`src/design/usbcdp_pkg.sv`:
```
// Shared types and constants for the USB configuration descriptor parser.
package usbcdp_pkg;

  localparam int unsigned BYTE_W  = 8;
  localparam int unsigned EPNUM_W = 4;
  localparam int unsigned SIZE_W  = 16;
  localparam int unsigned OUT_TDATA_W = 56;

  localparam logic [BYTE_W-1:0] TYPE_ENDPOINT  = 8'd5;
  localparam logic [BYTE_W-1:0] TYPE_INTERFACE = 8'd4;
  localparam logic [BYTE_W-1:0] ATTR_BULK      = 8'd2;
  localparam logic [BYTE_W-1:0] HEADER_BYTES   = 8'd2;
  localparam logic [BYTE_W-1:0] MIN_EP_LENGTH  = 8'd6;
  localparam logic [BYTE_W-1:0] MIN_IF_LENGTH  = 8'd3;
  localparam logic [BYTE_W-1:0] EP_NUM_MASK    = 8'h0f;
  localparam int unsigned       DIR_IN_BIT     = 7;
  localparam logic [SIZE_W-1:0] DEFAULT_PACKET = 16'd64;

  // Byte positions inside one descriptor.
  localparam logic [BYTE_W-1:0] OFF_LENGTH  = 8'd0;
  localparam logic [BYTE_W-1:0] OFF_TYPE    = 8'd1;
  localparam logic [BYTE_W-1:0] OFF_ADDRESS = 8'd2;
  localparam logic [BYTE_W-1:0] OFF_ATTR    = 8'd3;
  localparam logic [BYTE_W-1:0] OFF_SIZE_LO = 8'd4;
  localparam logic [BYTE_W-1:0] OFF_SIZE_HI = 8'd5;

  typedef struct packed {
    logic [BYTE_W-1:0] data_byte;
    logic              last_byte;
  } in_item_t;

  typedef struct packed {
    logic [BYTE_W-1:0]  interface_number;
    logic [SIZE_W-1:0]  out_max_packet;
    logic [SIZE_W-1:0]  in_max_packet;
    logic [EPNUM_W-1:0] bulk_out_endpoint;
    logic [EPNUM_W-1:0] bulk_in_endpoint;
    logic               found;
  } result_t;

endpackage

```
`src/design/usbcdp_in_stage.sv`:
```
// Input register stage holding one received byte until the walker takes it.
module usbcdp_in_stage (
  input  logic                 clk,
  input  logic                 rst_n,
  input  logic                 in_tvalid,
  output logic                 in_tready,
  input  usbcdp_pkg::in_item_t in_item,
  input  logic                 take,
  output logic                 item_valid,
  output usbcdp_pkg::in_item_t item
);
  import usbcdp_pkg::*;

  logic     valid_r, valid_nxt;
  in_item_t item_r;

  assign in_tready = !valid_r || take;

  always_comb begin
    valid_nxt = valid_r;
    if (in_tvalid && in_tready) begin
      valid_nxt = 1'b1;
    end else if (take) begin
      valid_nxt = 1'b0;
    end
  end

  always_ff @(posedge clk) begin
    if (!rst_n) begin
      valid_r <= 1'b0;
    end else begin
      valid_r <= valid_nxt;
    end
  end

  always_ff @(posedge clk) begin
    if (in_tvalid && in_tready) begin
      item_r <= in_item;
    end
  end

  assign item_valid = valid_r;
  assign item       = item_r;

endmodule

```
`src/design/usbcdp_walker.sv`:
```
// Descriptor walker: per-byte update of the walk state and the captured endpoint values.
module usbcdp_walker (
  input  logic                 clk,
  input  logic                 rst_n,
  input  logic                 take,
  input  usbcdp_pkg::in_item_t item,
  output usbcdp_pkg::result_t  result
);
  import usbcdp_pkg::*;

  logic [BYTE_W-1:0]  off_r, off_nxt;
  logic [BYTE_W-1:0]  len_r, len_nxt;
  logic [BYTE_W-1:0]  type_r, type_nxt;
  logic [BYTE_W-1:0]  addr_r, addr_nxt;
  logic [BYTE_W-1:0]  attr_r, attr_nxt;
  logic [SIZE_W-1:0]  psize_r, psize_nxt;
  logic [BYTE_W-1:0]  iface_r, iface_nxt;
  logic               stopped_r, stopped_nxt;
  logic [EPNUM_W-1:0] in_ep_r, in_ep_nxt;
  logic [EPNUM_W-1:0] out_ep_r, out_ep_nxt;
  logic [SIZE_W-1:0]  in_size_r, in_size_nxt;
  logic [SIZE_W-1:0]  out_size_r, out_size_nxt;
  logic [BYTE_W-1:0]  iface_kept_r, iface_kept_nxt;

  logic [BYTE_W-1:0]  b;
  logic               desc_done;
  logic [BYTE_W:0]    off_plus1;
  logic [BYTE_W-1:0]  ep_masked;

  assign b         = item.data_byte;
  assign off_plus1 = {1'b0, off_r} + {{BYTE_W{1'b0}}, 1'b1};

  always_comb begin
    off_nxt        = off_r;
    len_nxt        = len_r;
    type_nxt       = type_r;
    addr_nxt       = addr_r;
    attr_nxt       = attr_r;
    psize_nxt      = psize_r;
    iface_nxt      = iface_r;
    stopped_nxt    = stopped_r;
    in_ep_nxt      = in_ep_r;
    out_ep_nxt     = out_ep_r;
    in_size_nxt    = in_size_r;
    out_size_nxt   = out_size_r;
    iface_kept_nxt = iface_kept_r;
    desc_done      = 1'b0;
    ep_masked      = '0;

    if (!stopped_r) begin
      case (off_r)
        OFF_LENGTH:  len_nxt = b;
        OFF_TYPE:    type_nxt = b;
        OFF_ADDRESS: begin
          addr_nxt  = b;
          iface_nxt = b;
        end
        OFF_ATTR:    attr_nxt = b;
        OFF_SIZE_LO: psize_nxt = {psize_r[SIZE_W-1:BYTE_W], b};
        OFF_SIZE_HI: psize_nxt = {b, psize_r[BYTE_W-1:0]};
        default:     ;
      endcase

      if ((off_r == OFF_LENGTH) && (b < HEADER_BYTES)) begin
        // A length too small to hold its own header ends the walk for this blob.
        stopped_nxt = 1'b1;
      end else begin
        desc_done = off_plus1 >= {1'b0, len_nxt};
        off_nxt   = desc_done ? '0 : off_plus1[BYTE_W-1:0];
      end

      // A descriptor takes effect on its final byte, using that byte's update too.
      if (desc_done) begin
        ep_masked = addr_nxt & EP_NUM_MASK;
        if ((type_nxt == TYPE_ENDPOINT) && (len_nxt >= MIN_EP_LENGTH)) begin
          if (attr_nxt == ATTR_BULK) begin
            if (addr_nxt[DIR_IN_BIT]) begin
              in_ep_nxt   = ep_masked[EPNUM_W-1:0];
              in_size_nxt = psize_nxt;
            end else begin
              out_ep_nxt   = ep_masked[EPNUM_W-1:0];
              out_size_nxt = psize_nxt;
            end
          end
        end else if ((type_nxt == TYPE_INTERFACE) && (len_nxt >= MIN_IF_LENGTH)) begin
          iface_kept_nxt = iface_nxt;
        end
      end
    end
  end

  always_comb begin
    result.found             = (in_ep_nxt != '0) || (out_ep_nxt != '0);
    result.bulk_in_endpoint  = in_ep_nxt;
    result.bulk_out_endpoint = out_ep_nxt;
    result.in_max_packet     = in_size_nxt;
    result.out_max_packet    = out_size_nxt;
    result.interface_number  = iface_kept_nxt;
  end

  always_ff @(posedge clk) begin
    if (!rst_n || (take && item.last_byte)) begin
      off_r        <= '0;
      len_r        <= '0;
      type_r       <= '0;
      addr_r       <= '0;
      attr_r       <= '0;
      psize_r      <= '0;
      iface_r      <= '0;
      stopped_r    <= 1'b0;
      in_ep_r      <= '0;
      out_ep_r     <= '0;
      in_size_r    <= DEFAULT_PACKET;
      out_size_r   <= DEFAULT_PACKET;
      iface_kept_r <= '0;
    end else if (take) begin
      off_r        <= off_nxt;
      len_r        <= len_nxt;
      type_r       <= type_nxt;
      addr_r       <= addr_nxt;
      attr_r       <= attr_nxt;
      psize_r      <= psize_nxt;
      iface_r      <= iface_nxt;
      stopped_r    <= stopped_nxt;
      in_ep_r      <= in_ep_nxt;
      out_ep_r     <= out_ep_nxt;
      in_size_r    <= in_size_nxt;
      out_size_r   <= out_size_nxt;
      iface_kept_r <= iface_kept_nxt;
    end
  end

`ifndef SYNTHESIS
  a_stop_at_start: assert property (@(posedge clk) disable iff (!rst_n)
    stopped_r |-> (off_r == '0))
    else $error("walk stopped away from a descriptor start");

  a_off_in_range: assert property (@(posedge clk) disable iff (!rst_n)
    (off_r != '0) |-> (off_r < len_r))
    else $error("descriptor offset beyond its length");

  a_blob_clears: assert property (@(posedge clk) disable iff (!rst_n)
    (take && item.last_byte) |=>
      (!stopped_r && (off_r == '0) && (in_size_r == DEFAULT_PACKET) &&
       (out_size_r == DEFAULT_PACKET) && (in_ep_r == '0) && (out_ep_r == '0)))
    else $error("state not cleared after the last byte of a blob");
`endif

endmodule

```
`src/design/usbcdp_out_reg.sv`:
```
// Result register that holds one report until the downstream side takes it.
module usbcdp_out_reg (
  input  logic                           clk,
  input  logic                           rst_n,
  input  logic                           load,
  input  usbcdp_pkg::result_t            result,
  output logic                           slot_free,
  output logic                           out_tvalid,
  input  logic                           out_tready,
  output logic [usbcdp_pkg::OUT_TDATA_W-1:0] out_tdata
);
  import usbcdp_pkg::*;

  localparam int unsigned PAD_W = OUT_TDATA_W - $bits(result_t);

  logic    valid_r, valid_nxt;
  result_t data_r;

  assign slot_free = !valid_r || out_tready;

  always_comb begin
    valid_nxt = valid_r;
    if (load) begin
      valid_nxt = 1'b1;
    end else if (out_tready) begin
      valid_nxt = 1'b0;
    end
  end

  always_ff @(posedge clk) begin
    if (!rst_n) begin
      valid_r <= 1'b0;
    end else begin
      valid_r <= valid_nxt;
    end
  end

  always_ff @(posedge clk) begin
    if (load) begin
      data_r <= result;
    end
  end

  assign out_tvalid = valid_r;
  assign out_tdata  = {{PAD_W{1'b0}}, data_r};

endmodule

```
`src/design/usb_config_descriptor_parser_top.sv`:
```
// Top level of the USB configuration descriptor bulk endpoint parser.
// Bytes of a configuration descriptor blob enter one per transaction on the
// in_ channel, with in_tlast on the final byte. Each byte passes an input
// register and is folded into the walk state as it leaves that register; a new
// byte is taken every cycle, one byte per clock, unless a last byte must wait
// there for room in the report register. Only the last byte of a blob yields a
// report on the out_ channel. The report is loaded on the same edge at which
// that byte leaves the input register. The report register holds it under
// backpressure while later bytes keep flowing until another report is due.
// After each report all captured values return to their defaults (no endpoint,
// max packet 64, interface 0) for the next blob.
module usb_config_descriptor_parser_top (
  input  logic        clk,
  input  logic        rst_n,
  input  logic        in_tvalid,
  output logic        in_tready,
  input  logic [7:0]  in_tdata,   // [7:0] data_byte
  input  logic        in_tlast,   // last_byte
  output logic        out_tvalid,
  input  logic        out_tready,
  // [0] found, [4:1] bulk_in_endpoint, [8:5] bulk_out_endpoint,
  // [24:9] in_max_packet, [40:25] out_max_packet, [48:41] interface_number, [55:49] zero
  output logic [55:0] out_tdata
);
  import usbcdp_pkg::*;

  in_item_t in_item;
  in_item_t item;
  logic     item_valid;
  logic     slot_free;
  logic     take;
  result_t  result;

  assign in_item.data_byte = in_tdata;
  assign in_item.last_byte = in_tlast;

  // A last byte can only proceed when the report register has room.
  assign take = item_valid && (!item.last_byte || slot_free);

  usbcdp_in_stage u_in_stage (
    .clk        (clk),
    .rst_n      (rst_n),
    .in_tvalid  (in_tvalid),
    .in_tready  (in_tready),
    .in_item    (in_item),
    .take       (take),
    .item_valid (item_valid),
    .item       (item)
  );

  usbcdp_walker u_walker (
    .clk    (clk),
    .rst_n  (rst_n),
    .take   (take),
    .item   (item),
    .result (result)
  );

  usbcdp_out_reg u_out_reg (
    .clk        (clk),
    .rst_n      (rst_n),
    .load       (take && item.last_byte),
    .result     (result),
    .slot_free  (slot_free),
    .out_tvalid (out_tvalid),
    .out_tready (out_tready),
    .out_tdata  (out_tdata)
  );

endmodule

```
`config.mk`:
```
export PLATFORM = sky130hd
export DESIGN_NAME = usb_config_descriptor_parser_top
export DESIGN_NICKNAME = d
export VERILOG_FILES = /design/src/design/usbcdp_pkg.sv /design/src/design/usbcdp_in_stage.sv /design/src/design/usbcdp_walker.sv /design/src/design/usbcdp_out_reg.sv /design/src/design/usb_config_descriptor_parser_top.sv
export SDC_FILE = /design/constraint.sdc
export NUM_CORES = 1
export LEC_CHECK = 0
export ABC_CLOCK_PERIOD_IN_PS = 3600
export BUFFER_PORTS_ARGS = -buffer_cell sky130_fd_sc_hd__buf_2
export CORE_MARGIN = 8
export CORE_UTILIZATION = 34
export DETAILED_ROUTE_END_ITERATION = 16
export PLACE_DENSITY = 0.5
export RECOVER_POWER = 25
export SLEW_MARGIN = 20
export SYNTH_ARGS = -nofsm -noshare
export SYNTH_HDL_FRONTEND = slang
export SYNTH_SLANG_ARGS = --single-unit
```
`constraint.sdc`:
```
create_clock -name clk -period 3.6 [get_ports clk]
set_clock_uncertainty 0.05 [all_clocks]
set_input_delay 0.18 -clock clk [delete_from_list [all_inputs] [get_ports clk]]
set_output_delay 0.18 -clock clk [all_outputs]
set_load 0.05 [all_outputs]
```
==> results.json <==
{
  "rr_endpoint": "u_out_reg.out_tdata[0]",
  "p_comb_share_pct": 8.2,
  "io_pins": 71,
  "die_height_um": 164.1,
  "outcome": "complete, but fails checks",
  "grt_antenna_before_repair": 0,
  "hp-start": "out_tready",
  "slowest_delay_ns": 0.41,
  "p_switching_mw": 1.023,
  "area_growth_pct": 24.56,
  "drt-pass1-iter-count": 5,
  "cts_tree": "yes",
  "violations": "negative setup slack",
  "finalWorstSetupSlack_ns": -0.07012,
  "final_core_util_pct": 42.81,
  "crit_path_max_fanout": 5,
  "grt_pass1_vias": 5762,
  "rsz0062_at_grt": "true",
  "hold-worst-slack_ns": 0.09071,
  "p_sw_share_pct": 25.17,
  "power.share.sequential_pct": 50.0,
  "syn-instance-count": 756,
  "ant_nets": 0,
  "die_area_mm2": 0.02692,
  "max_slew.worst_pin.slew_ns": 1.117,
  "yosysUniqueCellTypes": 60,
  "clock.fmax_mhz": 272.5,
  "postSynthAreaPerCell_um2": 9.859,
  "final_max_slew_viol_count": 0,
  "leakage_nw": 3.343,
  "hold_viol": 0,
  "clock_sinks": 170,
  "antenna_cells": 0,
  "worst_setup_path_end_kind": "flop",
  "clock-root-buffer": "clkbuf_16",
  "start_kind": "flop",
  "port_buffers": 63,
  "vias": 5972,
  "routed_wl_mm": 19.42,
  "grt_pass1_wl_mm": 30.68,
  "die_w_um": 164.1,
  "setup_violations": 1,
  "synth_area_mm2": 0.007453,
  "synthTopCellsByCount": "133 x nor2_1, 112 x dfxtp_1, 67 x nand2_1",
  "cts.path.max_buffers": 2,
  "grt_max_degree": 109,
  "critPathMostFrequentCell": "ha_4",
  "min_path_cells": 3,
  "pwr-share-clk_pct": 41.8,
  "clkSlewWorstSetupHoldPaths_ns": 0.07,
  "async_flop_share_pct": 0,
  "drv_cap": 0,
  "rows": 54,
  "grt_util_all_layers_pct": 14.35,
  "synth_edf_count": 58,
  "layout-drive-gt1-share_pct": 17.91,
  "fin_crit_sh_pct": 101.9,
  "grt_overflow": 0,
  "wl_per_cell_um": 16.63,
  "core-area_mm2": 0.02169,
  "synth_area_leaders": "dfxtp_1 30%, edfxtp_1 23%, nor2_1 6.7%",
  "synth-seq-cells": 170,
  "min_period_ns": 3.670,
  "irDropWorstVdd_v": 0.0003173,
  "cp.arrival_ns": 3.78,
  "routabilityCongestion": 0.8395,
  "reg2regPathDepth": 14,
  "ctsHtreeMaxLevel": 4,
  "layout.nets": 898,
  "worstSetupPathType": "reg -> reg",
  "ys_warn_count": 0,
  "rrSetupSlack_ns": -0.07,
  "synth_top_area_share_pct": 30.08,
  "cts-buffers-inserted": 17,
  "drc": 0,
  "max-slew-margin-rel_pct": 25.21,
  "required_ns": 3.71,
  "p_per_area_mw_per_mm2": 437.5,
  "crit_slowest_cell": "a2111o_1",
  "first_iter_violations": 398,
  "start_util_pct": 34.37,
  "p_int_mw": 3.039,
  "hold_end": "u_out_reg.out_tvalid",
  "seq_area_frac_synth_pct": 53.45,
  "hold_class": "in -> reg",
  "viasPerCell": 5.113,
  "yosysTopAreaCell": "dfxtp_1",
  "post-dp-hpwl_mm": 13.13,
  "cp_cell_sequence": "inv_2, ha_4, nor3b_4, nand2_1, buf_6, mux2i_4, ha_4, o31a_1, a221oi_2, a311oi_4, a2111o_1, a311o_1, a22o_1, or4_1",
  "insertion_delay_ns": 0.42,
  "place_ws_ns": -0.1077,
  "synth.most_common_cell": "nor2_1",
  "synthFlopType": "dfxtp_1",
  "rr_startpoint": "u_walker.off_r[0]"
}
==> flip-flops by register name, summed over array words and instances (netlist names) <==
| register | flops |
|---|---|
| u_walker.out_size_r | 16 |
| u_walker.in_size_r | 16 |
| u_walker.type_r | 8 |
| u_walker.attr_r | 8 |
| u_out_reg.out_tvalid | 1 |
| u_walker.len_r | 8 |
| u_walker.psize_r | 16 |
| u_walker.stopped_r | 1 |
| u_walker.iface_kept_r | 8 |
| u_walker.out_ep_r | 4 |
| u_walker.addr_r | 5 |
| u_in_stage.item | 9 |
| u_walker.off_r | 8 |
| u_out_reg.out_tdata | 49 |
| u_walker.iface_r | 8 |
| u_in_stage.item_valid | 1 |
| u_walker.in_ep_r | 4 |
==> final cells by class <==
type	instances	area [µm²]
inverter	8	30.03
tap	280	350.3
sequential	170	3986
fill	2058	12400
clock buffer	20	456.7
multi-input combinational	528	3372
timing repair buffer	150	999.7
clock inverter	12	88.84
==> worst max-delay path, delay by kind of cell (launching register included) <==
family / cells / cell delay (ns)
buffers and inverters: 2 / 0.23
adders and majority gates: 2 / 0.40
DFF: 1 / 0.32
and+or+nand+nor: 3 / 0.68
muxes: 1 / 0.19
AOI/OAI and AO/OA: 6 / 1.54
==> cells in the final DEF, fill, tap and decap left out, types with 10 or more instances in the layout <==
master           n
clkbuf_1        53
a211oi_1        45
a21oi_1         63
o21ai_0         19
dfxtp_1        110
nor2_1         132
buf_2           11
nand2_1         66
mux2i_1         29
nand3_1         10
a22oi_1         31
buf_4           68
edfxtp_1        58
clkbuf_16       18
dlygate4sd3_1   12
==> worst max-delay path by stage <==
stage / from / endpoint / slack (ns) / cells past startpoint
2_1_floorplan: u_walker.off_r[5] / u_out_reg.out_tdata[0] / -0.03 / 15
3_3_place_gp: u_walker.off_r[0] / u_out_reg.out_tdata[0] / -0.04 / 14
3_5_place_dp: u_walker.off_r[0] / u_out_reg.out_tdata[0] / -0.11 / 15
4_1_cts: u_walker.off_r[0] / u_out_reg.out_tdata[0] / -0.07 / 14
5_1_grt: u_walker.off_r[0] / u_out_reg.out_tdata[0] / -0.17 / 14
6_report: u_walker.off_r[0] / u_out_reg.out_tdata[0] / -0.07 / 14
==> metrics by stage <==
step | total power, mW | cells | setup TNS (ns) | area, µm²
after detailed placement | 2.372 | 1116 | -1.001 | 8427
final | 4.062 | 1168 | -0.07012 | 9284
after CTS | 4.083 | 1160 | -0.06945 | 9121
after floorplan | 2.276 | 762 | -0.02760 | 7505
after global placement | 2.367 | 1116 | -0.2947 | 8427
after global routing | 4.211 | 1168 | -0.3071 | 9284
==> cells by family after synthesis <==
family,Yosys count,synth area share [%]
buf+inv,65,4.163
compound gates,197,17.53
xor+xnor,7,0.8226
flops,170,53.45
simple gates,265,16.65
other cells,1,0.05031
fa+ha+maj,10,1.679
mux,41,5.657
==> metal layers <==
metal | share of wire, % | global-route usage, % | vias up
met4 | 1.4 | 4.876 | 0
li1 | - | - | 2982
met5 | 0 | 0 | -
met3 | 4.0 | 2.882 | 19
met2 | 49 | 24.24 | 124
met1 | 45 | 17.96 | 2847
==> what timing repair did <==
item,CTS,global route
hold buffers,12,0
endpoints found under the hold margin,11,0
resized for setup,5,29
buffers inserted,0,7
gates cloned,0,2
pin swaps,2,5
setup endpoints to repair,23,65
==> power groups by stage <==
stage	sequential (mW)	clock (mW)	combinational, mW
2_1_floorplan	2.12	0	0.154
3_3_place_gp	2.07	0	0.296
3_5_place_dp	2.07	0	0.299
4_1_cts	2.03	1.74	0.312
5_1_grt	2.03	1.82	0.358
6_report	2.03	1.70	0.332
Note: power is estimated with default switching activity, not from simulation.
